### config.mk
export PLATFORM = sky130hd
export DESIGN_NAME = z80_ed_group_alu_core
export DESIGN_NICKNAME = d
export VERILOG_FILES = /design/src/rtl/z80ed_pkg.sv /design/src/rtl/z80_ed_group_alu_core.sv
export SDC_FILE = /design/constraint.sdc
export NUM_CORES = 1
export LEC_CHECK = 0
export ABC_CLOCK_PERIOD_IN_PS = 20400
export CORE_MARGIN = 4
export CORE_UTILIZATION = 25
export CTS_CLUSTER_SIZE = 25
export DETAILED_ROUTE_END_ITERATION = 8
export DONT_BUFFER_PORTS = 1
export PLACE_DENSITY = 0.47
export SETUP_SLACK_MARGIN = 0.4
export SYNTH_ARGS = -nofsm -noshare
export SYNTH_HDL_FRONTEND = slang
export SYNTH_SLANG_ARGS = --single-unit
### constraint.sdc
create_clock -name clk -period 20.4 [get_ports clk]
set_clock_uncertainty 0.15 [all_clocks]
set_input_delay 4.08 -clock clk [delete_from_list [all_inputs] [get_ports clk]]
set_output_delay 4.08 -clock clk [all_outputs]
set_load 0.05 [all_outputs]
### src/rtl/z80ed_pkg.sv
// Shared definitions for the Z80 ED-group ALU: operation codes, flag bit positions
// and small helper functions. No dependencies; imported by the core and its checker.
package z80ed_pkg;

  // Operation codes carried in the kind field.
  typedef enum logic [4:0] {
    KIND_ADC_HL = 5'd0,
    KIND_SBC_HL = 5'd1,
    KIND_NEG    = 5'd2,
    KIND_RRD    = 5'd3,
    KIND_RLD    = 5'd4,
    KIND_LD_A_R = 5'd5,
    KIND_LDI    = 5'd6,
    KIND_LDD    = 5'd7,
    KIND_LDIR   = 5'd8,
    KIND_LDDR   = 5'd9,
    KIND_CPI    = 5'd10,
    KIND_CPD    = 5'd11,
    KIND_CPIR   = 5'd12,
    KIND_CPDR   = 5'd13,
    KIND_OUTI   = 5'd14,
    KIND_OUTD   = 5'd15,
    KIND_OTIR   = 5'd16
  } kind_t;

  // Bit positions inside the flag register F.
  localparam int unsigned FLAG_S  = 7;
  localparam int unsigned FLAG_Z  = 6;
  localparam int unsigned FLAG_F5 = 5;
  localparam int unsigned FLAG_H  = 4;
  localparam int unsigned FLAG_F3 = 3;
  localparam int unsigned FLAG_P  = 2;
  localparam int unsigned FLAG_N  = 1;
  localparam int unsigned FLAG_C  = 0;

  // Even parity of a byte: 1 when the number of set bits is even.
  function automatic logic even_parity(input logic [7:0] v);
    return ~^v;
  endfunction

endpackage

### src/rtl/z80_ed_group_alu_core.sv
// Z80 ED-group register and flag datapath with registered input and result stages.
// Each operation is held first in the input register and then in the result register.
// Throughput: one operation per cycle; a stalled result blocks the input only once the
// input register also holds an operation, so two transfers can be outstanding.
// Reset (synchronous, active high) clears both valid bits; payload registers are not reset.
// Depends on z80ed_pkg.
module z80_ed_group_alu_core (
  input  logic        clk,
  input  logic        rst,
  input  logic        in_valid,
  output logic        in_ready,
  input  logic [4:0]  kind,
  input  logic [7:0]  acc,
  input  logic [7:0]  flags_in,
  input  logic [15:0] pair_operand,
  input  logic [15:0] hl_in,
  input  logic [15:0] bc_in,
  input  logic [15:0] de_in,
  input  logic [7:0]  mem_byte,
  input  logic [7:0]  refresh_reg,
  input  logic        iff2,
  output logic        out_valid,
  input  logic        out_ready,
  output logic [7:0]  acc_out,
  output logic [7:0]  flags_out,
  output logic [15:0] hl_out,
  output logic [15:0] bc_out,
  output logic [15:0] de_out,
  output logic        mem_write,
  output logic [15:0] mem_write_addr,
  output logic [7:0]  mem_write_data,
  output logic        port_write,
  output logic [7:0]  port_data,
  output logic        repeat_res
);
  import z80ed_pkg::*;

  // Input register stage.
  logic        s1_valid;
  logic [4:0]  s1_kind;
  logic [7:0]  s1_acc;
  logic [7:0]  s1_flags;
  logic [15:0] s1_op;
  logic [15:0] s1_hl;
  logic [15:0] s1_bc;
  logic [15:0] s1_de;
  logic [7:0]  s1_mem;
  logic [7:0]  s1_r;
  logic        s1_iff2;

  // Next result values from the datapath.
  logic [7:0]  acc_next;
  logic [7:0]  flags_next;
  logic [15:0] hl_next;
  logic [15:0] bc_next;
  logic [15:0] de_next;
  logic        mem_write_next;
  logic [15:0] mem_write_addr_next;
  logic [7:0]  mem_write_data_next;
  logic        port_write_next;
  logic [7:0]  port_data_next;
  logic        repeat_next;

  logic s1_advance;

  // The result register can take a new value when empty or when its transfer completes.
  assign s1_advance = !out_valid || out_ready;
  assign in_ready   = !s1_valid || s1_advance;

  // Input stage control.
  always_ff @(posedge clk) begin
    if (rst) begin
      s1_valid <= 1'b0;
    end else if (in_ready) begin
      s1_valid <= in_valid;
    end
  end

  // Input stage payload.
  always_ff @(posedge clk) begin
    if (in_valid && in_ready) begin
      s1_kind  <= kind;
      s1_acc   <= acc;
      s1_flags <= flags_in;
      s1_op    <= pair_operand;
      s1_hl    <= hl_in;
      s1_bc    <= bc_in;
      s1_de    <= de_in;
      s1_mem   <= mem_byte;
      s1_r     <= refresh_reg;
      s1_iff2  <= iff2;
    end
  end

  // Operation datapath.
  always_comb begin
    logic        cin;
    logic [16:0] sum17;
    logic [12:0] sum13;
    logic [16:0] dif17;
    logic [12:0] dif13;
    logic [15:0] res16;
    logic [7:0]  res8;
    logic [7:0]  ld_sum;
    logic [7:0]  cp_dif;
    logic        cp_half;
    logic [7:0]  cp_adj;
    logic [15:0] hl_step;
    logic [15:0] de_step;
    logic [15:0] bc_dec;
    logic [7:0]  b_dec;
    logic [8:0]  out_sum;

    cin     = s1_flags[FLAG_C];
    sum17   = {1'b0, s1_hl} + {1'b0, s1_op} + {16'd0, cin};
    sum13   = {1'b0, s1_hl[11:0]} + {1'b0, s1_op[11:0]} + {12'd0, cin};
    dif17   = {1'b0, s1_hl} - {1'b0, s1_op} - {16'd0, cin};
    dif13   = {1'b0, s1_hl[11:0]} - {1'b0, s1_op[11:0]} - {12'd0, cin};
    res16   = 16'd0;
    res8    = 8'd0;
    ld_sum  = s1_mem + s1_acc;
    cp_dif  = s1_acc - s1_mem;
    cp_half = s1_acc[3:0] < s1_mem[3:0];
    cp_adj  = cp_dif - {7'd0, cp_half};
    bc_dec  = s1_bc - 16'd1;
    b_dec   = s1_bc[15:8] - 8'd1;
    hl_step = s1_hl + 16'd1;
    de_step = s1_de + 16'd1;
    out_sum = 9'd0;

    // Pass-through defaults, as for unused codes.
    acc_next            = s1_acc;
    flags_next          = s1_flags;
    hl_next             = s1_hl;
    bc_next             = s1_bc;
    de_next             = s1_de;
    mem_write_next      = 1'b0;
    mem_write_addr_next = 16'd0;
    mem_write_data_next = 8'd0;
    port_write_next     = 1'b0;
    port_data_next      = 8'd0;
    repeat_next         = 1'b0;

    unique case (kind_t'(s1_kind))
      KIND_ADC_HL: begin
        res16                = sum17[15:0];
        hl_next              = res16;
        flags_next           = 8'd0;
        flags_next[FLAG_S]   = res16[15];
        flags_next[FLAG_Z]   = (res16 == 16'd0);
        flags_next[FLAG_F5]  = res16[13];
        flags_next[FLAG_H]   = sum13[12];
        flags_next[FLAG_F3]  = res16[11];
        flags_next[FLAG_P]   = !(s1_hl[15] ^ s1_op[15]) && (s1_hl[15] ^ res16[15]);
        flags_next[FLAG_C]   = sum17[16];
      end
      KIND_SBC_HL: begin
        res16                = dif17[15:0];
        hl_next              = res16;
        flags_next           = 8'd0;
        flags_next[FLAG_S]   = res16[15];
        flags_next[FLAG_Z]   = (res16 == 16'd0);
        flags_next[FLAG_F5]  = res16[13];
        flags_next[FLAG_H]   = dif13[12];
        flags_next[FLAG_F3]  = res16[11];
        flags_next[FLAG_P]   = (s1_hl[15] ^ s1_op[15]) && (s1_hl[15] ^ res16[15]);
        flags_next[FLAG_N]   = 1'b1;
        flags_next[FLAG_C]   = dif17[16];
      end
      KIND_NEG: begin
        res8                 = 8'd0 - s1_acc;
        acc_next             = res8;
        flags_next           = 8'd0;
        flags_next[FLAG_S]   = res8[7];
        flags_next[FLAG_Z]   = (res8 == 8'd0);
        flags_next[FLAG_F5]  = res8[5];
        flags_next[FLAG_H]   = (s1_acc[3:0] != 4'd0);
        flags_next[FLAG_F3]  = res8[3];
        flags_next[FLAG_P]   = (s1_acc == 8'h80);
        flags_next[FLAG_N]   = 1'b1;
        flags_next[FLAG_C]   = (s1_acc != 8'd0);
      end
      KIND_RRD, KIND_RLD: begin
        if (s1_kind == KIND_RRD) begin
          res8                = {s1_acc[7:4], s1_mem[3:0]};
          mem_write_data_next = {s1_acc[3:0], s1_mem[7:4]};
        end else begin
          res8                = {s1_acc[7:4], s1_mem[7:4]};
          mem_write_data_next = {s1_mem[3:0], s1_acc[3:0]};
        end
        acc_next             = res8;
        mem_write_next       = 1'b1;
        mem_write_addr_next  = s1_hl;
        flags_next           = 8'd0;
        flags_next[FLAG_S]   = res8[7];
        flags_next[FLAG_Z]   = (res8 == 8'd0);
        flags_next[FLAG_F5]  = res8[5];
        flags_next[FLAG_F3]  = res8[3];
        flags_next[FLAG_P]   = even_parity(res8);
        flags_next[FLAG_C]   = cin;
      end
      KIND_LD_A_R: begin
        acc_next             = s1_r;
        flags_next           = 8'd0;
        flags_next[FLAG_S]   = s1_r[7];
        flags_next[FLAG_Z]   = (s1_r == 8'd0);
        flags_next[FLAG_F5]  = s1_r[5];
        flags_next[FLAG_F3]  = s1_r[3];
        flags_next[FLAG_P]   = s1_iff2;
        flags_next[FLAG_C]   = cin;
      end
      KIND_LDI, KIND_LDD, KIND_LDIR, KIND_LDDR: begin
        // Increment for LDI/LDIR, decrement for LDD/LDDR.
        if (s1_kind == KIND_LDI || s1_kind == KIND_LDIR) begin
          hl_next = hl_step;
          de_next = de_step;
        end else begin
          hl_next = s1_hl - 16'd1;
          de_next = s1_de - 16'd1;
        end
        bc_next              = bc_dec;
        mem_write_next       = 1'b1;
        mem_write_addr_next  = s1_de;
        mem_write_data_next  = s1_mem;
        flags_next           = 8'd0;
        flags_next[FLAG_S]   = s1_flags[FLAG_S];
        flags_next[FLAG_Z]   = s1_flags[FLAG_Z];
        flags_next[FLAG_F5]  = ld_sum[1];
        flags_next[FLAG_F3]  = ld_sum[3];
        flags_next[FLAG_P]   = (bc_dec != 16'd0);
        flags_next[FLAG_C]   = s1_flags[FLAG_C];
        repeat_next          = (s1_kind == KIND_LDIR || s1_kind == KIND_LDDR)
                               && (bc_dec != 16'd0);
      end
      KIND_CPI, KIND_CPD, KIND_CPIR, KIND_CPDR: begin
        if (s1_kind == KIND_CPI || s1_kind == KIND_CPIR) begin
          hl_next = hl_step;
        end else begin
          hl_next = s1_hl - 16'd1;
        end
        bc_next              = bc_dec;
        flags_next           = 8'd0;
        flags_next[FLAG_S]   = cp_dif[7];
        flags_next[FLAG_Z]   = (cp_dif == 8'd0);
        flags_next[FLAG_F5]  = cp_adj[1];
        flags_next[FLAG_H]   = cp_half;
        flags_next[FLAG_F3]  = cp_adj[3];
        flags_next[FLAG_P]   = (bc_dec != 16'd0);
        flags_next[FLAG_N]   = 1'b1;
        flags_next[FLAG_C]   = cin;
        repeat_next          = (s1_kind == KIND_CPIR || s1_kind == KIND_CPDR)
                               && (bc_dec != 16'd0) && (cp_dif != 8'd0);
      end
      KIND_OUTI, KIND_OUTD, KIND_OTIR: begin
        if (s1_kind == KIND_OUTD) begin
          hl_next = s1_hl - 16'd1;
        end else begin
          hl_next = hl_step;
        end
        bc_next              = {b_dec, s1_bc[7:0]};
        port_write_next      = 1'b1;
        port_data_next       = s1_mem;
        // Carry out of the byte plus the new L sets both H and C.
        out_sum              = {1'b0, s1_mem} + {1'b0, hl_next[7:0]};
        flags_next           = 8'd0;
        flags_next[FLAG_S]   = b_dec[7];
        flags_next[FLAG_Z]   = (b_dec == 8'd0);
        flags_next[FLAG_F5]  = b_dec[5];
        flags_next[FLAG_H]   = out_sum[8];
        flags_next[FLAG_F3]  = b_dec[3];
        flags_next[FLAG_P]   = even_parity({5'd0, out_sum[2:0]} ^ b_dec);
        flags_next[FLAG_N]   = s1_mem[7];
        flags_next[FLAG_C]   = out_sum[8];
        repeat_next          = (s1_kind == KIND_OTIR) && (b_dec != 8'd0);
      end
      default: begin
        acc_next = s1_acc;
      end
    endcase
  end

  // Result register control.
  always_ff @(posedge clk) begin
    if (rst) begin
      out_valid <= 1'b0;
    end else if (s1_advance) begin
      out_valid <= s1_valid;
    end
  end

  // Result register payload.
  always_ff @(posedge clk) begin
    if (s1_valid && s1_advance) begin
      acc_out        <= acc_next;
      flags_out      <= flags_next;
      hl_out         <= hl_next;
      bc_out         <= bc_next;
      de_out         <= de_next;
      mem_write      <= mem_write_next;
      mem_write_addr <= mem_write_addr_next;
      mem_write_data <= mem_write_data_next;
      port_write     <= port_write_next;
      port_data      <= port_data_next;
      repeat_res     <= repeat_next;
    end
  end

endmodule

==> qor.csv, run 1 <==
stage,metric,value,unit
placed_design,Detailed Place HPWL,31720,µm
cts,cts hold-fix bufs,0,
min_path,min-delay worst type,flop to flop,
routing,Routed wire per std cell,21.78,µm
floorplanning,core area,50070,µm²
sta,RSZ-0062 raised after global routing,false,
cts,CTS tree,built,
cts,Inserted Clock Buffers,25,
routing,Pre-Repair DR Iteration Count,5,
worst_setup_path,Critical Setup Path Class,input port to output port,
synthesis,"Seq/Total Area, Yosys",48.13,%
sta,TNS Setup,0,ns
cts,maximum clock path buffer count,3,
routing,via count,9290,
power,leakage power,5.164,nW
synthesis,Synth cell types,96,
power,Pwr per Cell Area,86.31,nW/µm²
synthesis,Yosys top cell by area,edfxtp_1,
sta,fin. max-slew vios,0,
placed_design,GP Congestion,0.8585,
synthesis,Synth Instances,1191,
worst_setup_path,critical path peak fanout,4,
power,Tot Pwr,1.224,mW
final_layout,Final Cell Area,14190,µm²
synthesis,Synthesized Nets,1396,
synthesis,"Cell Area, Synth",12620,µm²
routing,detailed-route DRC error count,0,
cts,Post CTS Setup Buffer Count,0,
final_layout,Final #Nets,1392,
synthesis,"EDFF count, synth",201,
worst_setup_path,arrival time worst endpoint,4.80,ns
sta,worst slew pin tran,0.9093,ns
floorplanning,Initial Utilization,25.21,%
sta,minimum clock period,9.026,ns
global_route,grt ovf,0,
global_route,largest net degree at the start of global routing,63,
cts,Clock transition at path regs,0.05,ns
routing,routed wire length,40950,µm
outcome,status,"finished, final reports clean",
cts,root buffer cell,clkbuf_16,
worst_setup_path,cell family with most CP delay,simple AND/OR/NAND/NOR gates,
power,VDD IR max,0.00005725,V
synthesis,Synth Area in Compound Gates,14.86,%
synthesis,yosys warns,0,
floorplanning,Top-Level Pins,207,
worst_setup_path,crit-path cells,nor2b_1 > nand2_1,
final_layout,fraction of layout cells with a size suffix above 1,7.220,%
worst_setup_path,CP startpoint kind,input port,
sta,Slew HR,38.93,%
placed_design,# port buffers,0,
cts,post_cts resized,0,
job,maxcap violations,0,
synthesis,Post-Synth Adder-Cell Area,10.23,%
floorplanning,die span in x,232.7,µm
worst_setup_path,crit path buf inv count,0,
synthesis,post-synth top area share,47.81,%
global_route,gr usage total,14.53,%
worst_setup_path,Worst setup EP type,output port,
routing,First DRT Iteration DRCs,616,
global_route,first-pass GRT wire length,59110,µm
global_route,vias in the first global route,9125,
synthesis,"count leader, synth",edfxtp_1,
sta,# setup viols final,0,
synthesis,Main synth FF type,edfxtp_1,
worst_setup_path,Max stage delay on crit path,0.41,ns
placed_design,Placed Instance Area,13310,µm²
floorplanning,full die area,54150,µm²
cts,H-tree depth,1,
synthesis,Area contributors post-synth,"edfxtp_1 48%, ha_1 9.1%, xnor2_1 5.2%, o21ai_0 3.3%, nor2_1 3.2%",
cts,CTS Sinks,203,
synthesis,"FFs w/ async S/R, synth",0,%
sta,Final Cycle Share,44.25,%
worst_setup_path,worst path required time,16.17,ns
routing,post-route ant nets,0,
synthesis,largest family of logic cells by synthesized area,compound AO/OA/AOI/OAI gates,
sta,maximum clock rate,110.8,MHz
cts,Skew-Pair Late Insertion Delay,0.56,ns
synthesis,Synth Area in XOR/XNOR,6.938,%
routing,Via-to-Cell Ratio,4.941,
synthesis,#FFs+latches synth,203,
floorplanning,Die H,232.7,µm
synthesis,area share of and/or/nand/nor cells after synthesis,14.15,%
worst_setup_path,CP max stage cell,nand2_1,
synthesis,post-synthesis mux area share,1.061,%
synthesis,Mean Syn Cell Area,10.60,µm²
global_route,initial antenna violation count,15,
final_layout,area grow syn2layout,12.38,%
synthesis,most frequent cells after synthesis,"201 x edfxtp_1, 107 x nor2_1, 95 x nand2_1",
sta,final hold vios,0,
floorplanning,# rows,82,
final_layout,Fillers,5237,
-- cell type report --
type	count	area [µm²]	area share [%]
inverter	89	339.1	2.390
clock inverter	17	229.0	1.614
sequential	203	6076	42.83
timing repair buffer	10	75.07	0.5292
antenna	3	7.507	0.05292
clock buffer	28	636.9	4.489
tap	672	840.8	5.927
multi-input combinational	858	5982	42.17
-- layer usage --
layer  track usage, %  up-vias  routed length (µm)
met5                0        -                 153
li1                 -     4391                   -
met1            19.13     4508               18020
met4            4.221       22                1108
met3            3.355       75                2599
met2            23.88      294               19070
-- tightest hold or removal path, cell delays in order (launching register included) --
cell and delay (ns):
dfxtp_1 0.33, nor2_1 0.11, nor2_1 0.04
-- sequential cells by signal, indices dropped and copies added (netlist names), 16 cells and up --
signal / cells
bc_out: 16
de_out: 16
hl_out: 16
mem_write_addr: 16
s1_bc: 16
s1_de: 16
s1_hl: 16
s1_op: 16
-- metrics by stage --
stage	instances	util (%)	hold WS [ns]	setup slack, ns
final	1880	28.33	0.3680	11.37
after global routing	1877	28.32	0.4086	11.29
after CTS	1877	28.32	0.3690	11.37
after detailed placement	1832	26.59	0.3577	11.37
after global placement	1832	26.59	0.3512	11.39
after floorplan	1191	-	0.3278	11.14
-- report_power, final --
| group | leakage [nW] | total, mW | internal [mW] | switching (mW) |
|---|---|---|---|---|
| combinational | 2.81 | 0.201 | 0.0776 | 0.123 |
| clock | 0.421 | 0.473 | 0.280 | 0.193 |
| sequential | 1.94 | 0.551 | 0.490 | 0.0605 |
| total | 5.16 | 1.22 | 0.848 | 0.376 |
-- logic make-up after synthesis --
| family | Yosys count |
|---|---|
| flip-flops | 203 |
| AND/OR/NAND/NOR | 362 |
| adder cells (fa/ha/maj) | 99 |
| XOR/XNOR | 100 |
| buffers and inverters | 130 |
| multiplexers | 13 |
| AO/OA/AOI/OAI | 284 |
-- placed cells by master, fill, tap and decap left out, types with 5 or more instances in the layout --
master     count
nor2_1       107
nand3_1       32
o2111ai_1      9
o211ai_1       5
and3_1        11
edfxtp_1     201
buf_4         10
o31ai_1        5
or2_2          5
nand2b_1       8
o21ai_0       83
a221oi_1       6
nand4_1        6
a211oi_1       9
o22ai_1       11
nand3b_1       5
nand2_1       95
inv_1         85
fa_1           7
a222oi_1       5
a21o_1        13
mux2i_1       10
a31oi_1       14
xnor2_1       75
nor2b_1        8
xor2_1        25
clkbuf_16     25
and2_1         5
a221o_1        5
nor3_1        36
nor4_1        11
ha_1          92
o21a_1         6
a21oi_1       59
-- path summary, 6_finish.rpt --
check                                         endpoint                  start  slack (ns)  cells past startpoint
worst max-delay path                          in_ready              out_ready       11.37                      2
worst min-delay path            out_valid$_SDFFE_PP0P_  s1_valid$_SDFFE_PP0N_        0.37                      2
worst max register to register  flags_out[0]$_DFFE_PP_     s1_hl[0]$_DFFE_PP_       15.41                     14
worst min register to register  out_valid$_SDFFE_PP0P_  s1_valid$_SDFFE_PP0N_        0.37                      2
No activity file was read; power rests on OpenSTA's default activity.
==> run 2, diff against run 1 <==
--- a/config.mk
+++ b/config.mk
@@ -5,13 +5,13 @@
 export SDC_FILE = /design/constraint.sdc
 export NUM_CORES = 1
 export LEC_CHECK = 0
-export ABC_CLOCK_PERIOD_IN_PS = 20400
+export ABC_CLOCK_PERIOD_IN_PS = 7400
 export CORE_MARGIN = 4
 export CORE_UTILIZATION = 25
 export CTS_CLUSTER_SIZE = 25
 export DETAILED_ROUTE_END_ITERATION = 8
 export DONT_BUFFER_PORTS = 1
-export PLACE_DENSITY = 0.47
+export PLACE_DENSITY = 0.49
 export SETUP_SLACK_MARGIN = 0.4
 export SYNTH_ARGS = -nofsm -noshare
 export SYNTH_HDL_FRONTEND = slang
==> constraint.sdc (replaced) <==
create_clock -name clk -period 7.4 [get_ports clk]
set_clock_uncertainty 0.15 [all_clocks]
set_input_delay 1.48 -clock clk [delete_from_list [all_inputs] [get_ports clk]]
set_output_delay 1.48 -clock clk [all_outputs]
set_load 0.05 [all_outputs]
==> run 2 against run 1 <==
Die area did not move. Combinational power grew to 2.7 times the previous value. Largest power group unchanged. Clock power up 130%.
==> qor.csv, run 2 (synthesis results as in run 1) <==
stage,metric,value,unit,change
outcome,status,"finished, final reports clean",,
cts,Skew-Pair Late Insertion Delay,0.56,ns,about the same
sta,minimum clock period,4.610,ns,
global_route,grt ovf,0,,unchanged
global_route,first-pass GRT wire length,61360,µm,+3.8%
worst_setup_path,Worst setup EP type,flop,,
sta,final worst setup slack,2.790,ns,-8.583 ns
worst_setup_path,Critical Setup Path Class,flop to flop,,
sta,fin. max-slew vios,0,,unchanged
sta,TNS Setup,0,ns,unchanged
sta,Slew HR,33.25,%,-5.7 points
final_layout,area grow syn2layout,11.15,%,
final_layout,Final #Nets,1390,,-0.14%
power,Pwr per Cell Area,226.7,nW/µm²,+160%
floorplanning,Die H,232.7,µm,unchanged
final_layout,Final Core Density,28.02,%,-0.31 points
placed_design,# port buffers,0,,unchanged
power,switch share,31.76,%,+1.0 points
worst_setup_path,arrival time worst endpoint,4.71,ns,-0.09 ns
routing,First DRT Iteration DRCs,526,,-15%
cts,post_cts resized,0,,unchanged
floorplanning,Initial Utilization,25.21,%,unchanged
routing,post-route ant nets,0,,unchanged
cts,Post CTS Setup Buffer Count,0,,unchanged
final_layout,fraction of layout cells with a size suffix above 1,6.899,%,-0.32 points
min_path,min-delay worst type,flop to flop,,
global_route,vias in the first global route,9303,,+2.0%
power,Clock power frac,34.8,%,-3.8 points
routing,Routed wire per std cell,22.29,µm,+2.3%
sta,RSZ-0062 raised after global routing,false,,
power,VDD IR max,0.0001611,V,+180%
cts,CTS Sinks,203,,unchanged
worst_setup_path,critical path peak fanout,8,,+4
final_layout,most frequent cells in the layout,"201 x edfxtp_1, 107 x nor2_1, 95 x nand2_1",,
routing,routed wire length,41810,µm,+2.1%
placed_design,Detailed Place HPWL,32230,µm,+1.6%
power,Logic pwr share,17.3,%,+0.9 points
global_route,initial antenna violation count,17,,+2
cts,Clock transition at path regs,0.06,ns,about the same
placed_design,Setup WS pre-CTS,2.828,ns,-8.546 ns
cts,H-tree depth,1,,unchanged
sta,worst slew pin tran,0.9936,ns,+0.08432 ns
floorplanning,full die area,54150,µm²,unchanged
worst_setup_path,CP startpoint kind,flop,,
power,leakage power,5.096,nW,-1.3%
job,maxcap violations,0,,unchanged
cts,Inserted Clock Buffers,24,,-4.0%
final_layout,"commonest non-fill, non-tap cell in the layout",edfxtp_1,,
routing,Pre-Repair DR Iteration Count,4,,-1
routing,Via-to-Cell Ratio,4.957,,+0.31%
floorplanning,# rows,82,,unchanged
worst_setup_path,worst path required time,7.50,ns,-8.67 ns
power,Flop pwr share,47.9,%,+2.9 points
sta,maximum clock rate,216.9,MHz,
sta,final hold vios,0,,unchanged
cts,CTS tree,built,,
routing,via count,9299,,+0.097%
floorplanning,die span in x,232.7,µm,unchanged
power,P_int,2.170,mW,+160%
floorplanning,core area,50070,µm²,unchanged
sta,Final Cycle Share,62.29,%,
global_route,largest net degree at the start of global routing,58,,-7.9%
placed_design,GP Congestion,0.8610,,+0.29%
floorplanning,Top-Level Pins,207,,unchanged
cts,root buffer cell,clkbuf_16,,
sta,# setup viols final,0,,unchanged
power,Tot Pwr,3.180,mW,+160%
power,NetSw,1.010,mW,+170%
routing,detailed-route DRC error count,0,,unchanged
cts,cts hold-fix bufs,0,,unchanged
global_route,gr usage total,15.03,%,+0.50 points
cts,maximum clock path buffer count,3,,unchanged
[run 2: critical path: stages (launching register included)]
cell and delay [ns]:
edfxtp_1 0.48, inv_1 0.19, fa_1 0.56, inv_1 0.07, ha_1 0.18, or2_2 0.30, fa_1 0.41, nand2b_1 0.19
a31o_2 0.30, a2111oi_1 0.60, o31ai_1 0.13, a21oi_1 0.26, o21ai_0 0.14, nand3_1 0.10, o31a_1 0.13, o2111ai_1 0.11
[run 2: stage by stage]
stage | hold slack (ns) | cell area (µm²) | instances
3_5_place_dp | 0.3652 | 13300 | 1831
6_report | 0.3705 | 14030 | 1876
2_1_floorplan | 0.3278 | 12620 | 1191
4_1_cts | 0.3768 | 14030 | 1875
5_1_grt | 0.4089 | 14030 | 1875
3_3_place_gp | 0.3515 | 13300 | 1831
[run 2: final timing paths]
path	endpoint	cells past startpoint	slack [ns]	start
setup / recovery	flags_out[0]$_DFFE_PP_	15	2.79	s1_hl[0]$_DFFE_PP_
hold / removal	out_valid$_SDFFE_PP0P_	2	0.37	s1_valid$_SDFFE_PP0N_
setup reg to reg	flags_out[0]$_DFFE_PP_	15	2.79	s1_hl[0]$_DFFE_PP_
hold reg to reg	out_valid$_SDFFE_PP0P_	2	0.37	s1_valid$_SDFFE_PP0N_
[run 2: layout make-up]
type / count / area [µm²]
antenna: 1 / 2.502
clock buffer: 28 / 615.6
clock inverter: 16 / 116.4
fill: 5243 / 36040
inverter: 89 / 339.1
multi-input combinational: 858 / 5973
sequential: 203 / 6076
tap: 672 / 840.8
timing repair buffer: 9 / 67.56
[run 2: power by group through the flow]
| stage | registers [mW] | logic [mW] | clock network (mW) |
|---|---|---|---|
| 3_3_place_gp | 1.55 | 0.546 | 0 |
| 4_1_cts | 1.53 | 0.552 | 1.15 |
| 3_5_place_dp | 1.55 | 0.548 | 0 |
| 5_1_grt | 1.53 | 0.614 | 1.19 |
| 6_report | 1.52 | 0.550 | 1.11 |
| 2_1_floorplan | 1.52 | 0.427 | 0 |
[run 2: routing by layer]
metal  track usage (%)  share of wire [%]  up-vias
li1                  -                  -     4383
met1             19.44                 43     4520
met2             24.42                 47      299
met3             4.199                7.2       73
met4             4.632                2.8       24
met5                 0               0.44        -
==> run 3, diff against run 2 <==
--- a/config.mk
+++ b/config.mk
@@ -5,7 +5,7 @@
 export SDC_FILE = /design/constraint.sdc
 export NUM_CORES = 1
 export LEC_CHECK = 0
-export ABC_CLOCK_PERIOD_IN_PS = 7400
+export ABC_CLOCK_PERIOD_IN_PS = 4000
 export CORE_MARGIN = 4
 export CORE_UTILIZATION = 25
 export CTS_CLUSTER_SIZE = 25
==> constraint.sdc (replaced) <==
create_clock -name clk -period 4 [get_ports clk]
set_clock_uncertainty 0.15 [all_clocks]
set_input_delay 0.8 -clock clk [delete_from_list [all_inputs] [get_ports clk]]
set_output_delay 0.8 -clock clk [all_outputs]
set_load 0.05 [all_outputs]
==> run 3 against run 2 <==
Sequential share of layout area decreased by 2.8 points. Critical path depth unchanged. Power increased by 110%. Flip-flop and latch count unchanged. Design area grew 7.0%. Core utilization rose by 2.0 points. Routed wire length rose by 2.7%. Critical endpoint is now flags_out[6]$_DFFE_PP_. Largest power group unchanged.
==> qor.csv, run 3 (synthesis results as in run 1) <==
stage,metric,value,unit,change
outcome,status,"finished, final reports clean",,
routing,via count,9557,,+2.8%
floorplanning,full die area,54150,µm²,unchanged
worst_setup_path,arrival time worst endpoint,3.97,ns,-0.74 ns
cts,maximum clock path buffer count,3,,unchanged
sta,Final Cycle Share,95.00,%,+33 points
worst_setup_path,Max stage delay on crit path,0.60,ns,about the same
worst_setup_path,cell family with most CP delay,compound AO/OA/AOI/OAI gates,,
final_layout,area grow syn2layout,18.91,%,
placed_design,Placed Instance Area,13640,µm²,+2.6%
power,Logic pwr share,18.5,%,+1.2 points
power,Clock power frac,38.6,%,+3.8 points
final_layout,Fillers,5201,,-0.80%
routing,detailed-route DRC error count,0,,unchanged
global_route,largest net degree at the start of global routing,55,,-5.2%
cts,CTS Sinks,203,,unchanged
power,P_int,4.497,mW,+110%
worst_setup_path,crit-path cells,inv_2 > fa_1 > inv_2 > ha_4 > or2_4 > fa_2 > nand2b_4 > a31o_4 > a2111oi_4 > o31a_1 > xnor2_2 > nor3_2 > nand4_1 > o21ai_1 > a41o_1,,
power,VDD IR max,0.0002723,V,+69%
cts,root buffer cell,clkbuf_16,,
worst_setup_path,CP max stage cell,fa_1,,
sta,RSZ-0062 raised after global routing,true,,
power,Pwr per Cell Area,434.8,nW/µm²,+92%
floorplanning,# rows,82,,unchanged
final_layout,Final Cell Area,15010,µm²,+7.0%
worst_setup_path,Worst setup EP type,flop,,
floorplanning,Die H,232.7,µm,unchanged
sta,maximum clock rate,263.2,MHz,+21%
power,Flop pwr share,42.9,%,-5.0 points
global_route,global-route layer with the greatest usage,met2,,
power,switch share,31.11,%,-0.66 points
worst_setup_path,crit path buf inv count,2,,unchanged
power,leakage power,5.500,nW,+7.9%
final_layout,most frequent cells in the layout,"201 x edfxtp_1, 106 x nor2_1, 95 x nand2_1",,
sta,hold_ws,0.1682,ns,-0.2023 ns
worst_setup_path,CP startpoint kind,flop,,
final_layout,fraction of layout cells with a size suffix above 1,16.06,%,+9.2 points
cts,CTS tree,built,,
sta,Slew HR,45.58,%,+12 points
worst_setup_path,worst path required time,4.17,ns,-3.33 ns
final_layout,"commonest non-fill, non-tap cell in the layout",edfxtp_1,,
sta,worst slew pin tran,0.8163,ns,-0.1773 ns
worst_setup_path,"most used cell, CP",inv_2,,
sta,# setup viols final,0,,unchanged
global_route,initial antenna violation count,11,,-6
min_path,min-delay worst type,input port to flop,,
global_route,first-pass GRT wire length,61800,µm,+0.71%
sta,fin. max-slew vios,0,,unchanged
placed_design,Detailed Place HPWL,32880,µm,+2.0%
sta,TNS Setup,0,ns,unchanged
floorplanning,die span in x,232.7,µm,unchanged
routing,post-route ant nets,0,,unchanged
sta,minimum clock period,3.800,ns,-0.8098 ns
routing,routed wire length,42950,µm,+2.7%
final_layout,Final #Nets,1443,,+3.8%
global_route,gr usage total,15.19,%,+0.16 points
floorplanning,Initial Utilization,25.21,%,unchanged
cts,Clock transition at path regs,0.07,ns,about the same
floorplanning,core area,50070,µm²,unchanged
placed_design,# port buffers,0,,unchanged
placed_design,GP Congestion,0.8718,,+1.3%
cts,Skew-Pair Late Insertion Delay,0.56,ns,about the same
power,Tot Pwr,6.527,mW,+110%
floorplanning,Top-Level Pins,207,,unchanged
routing,Via-to-Cell Ratio,4.949,,-0.15%
global_route,vias in the first global route,9459,,+1.7%
routing,First DRT Iteration DRCs,846,,+61%
global_route,GRT met2 Usage,24.42,%,unchanged
sta,final hold vios,0,,unchanged
power,NetSw,2.030,mW,+100%
routing,Routed wire per std cell,22.24,µm,-0.20%
global_route,grt ovf,0,,unchanged
job,maxcap violations,0,,unchanged
cts,H-tree depth,1,,unchanged
global_route,met1 GRT Util,19.55,%,+0.11 points
worst_setup_path,Critical Setup Path Class,flop to flop,,
cts,Inserted Clock Buffers,26,,+8.3%
worst_setup_path,critical path peak fanout,3,,-5
routing,Pre-Repair DR Iteration Count,5,,+1
final_layout,Final Core Density,29.98,%,+2.0 points
global_route,met3 usage,4.652,%,+0.45 points
==> run 3: timing repair <==
item                                    4_1_cts  5_1_grt
hold buffers                                  0        0
pin swaps                                    16       31
buffers inserted                              6       12
endpoints found under the setup margin       14       20
gates resized for setup                      16       56
==> run 3: power by group through the flow <==
stage                     Clock (mW)  Sequential, mW  Combinational [mW]
after floorplan                    0            2.80               0.805
after global placement             0            2.85                1.07
after detailed placement           0            2.85                1.08
after CTS                       2.59            2.81                1.11
after global routing            2.68            2.82                1.33
final                           2.52            2.80                1.21
==> run 3: layout make-up <==
class	count	area, µm²	area share [%]
Antenna cell	1	2.502	0.01667
Clock buffer	29	683.2	4.551
Clock inverter	19	234.0	1.559
Inverter	89	344.1	2.292
Multi-Input combinational cell	858	6326	42.14
Sequential cell	203	6076	40.48
Tap cell	672	840.8	5.601
Timing Repair Buffer	60	504.2	3.359
==> run 3: metrics by stage <==
step,worst slack (ns),std cells
floorplan,0.3080,1191
global placement,0.1613,1864
detailed placement,0.1642,1864
CTS,0.1612,1918
global route,0.04431,1930
finish,0.2000,1931
==> run 3: layer usage <==
metal  wire [µm]  vias to the layer above  share of wire (%)
met2       19780                      306                 46
met3        3311                       81                7.7
met5         112                        -               0.26
met4        1268                       18                3.0
li1            -                     4501                  -
met1       18480                     4651                 43
==> run 3: path summary, 6_finish.rpt <==
| check | startpoint | to | slack [ns] | depth (start not counted) |
|---|---|---|---|---|
| max reg2reg | s1_flags[0]$_DFFE_PP_ | flags_out[6]$_DFFE_PP_ | 0.20 | 15 |
| min reg2reg | s1_valid$_SDFFE_PP0N_ | out_valid$_SDFFE_PP0P_ | 0.38 | 2 |
| max | s1_flags[0]$_DFFE_PP_ | flags_out[6]$_DFFE_PP_ | 0.20 | 15 |
| min | rst | s1_valid$_SDFFE_PP0N_ | 0.17 | 1 |
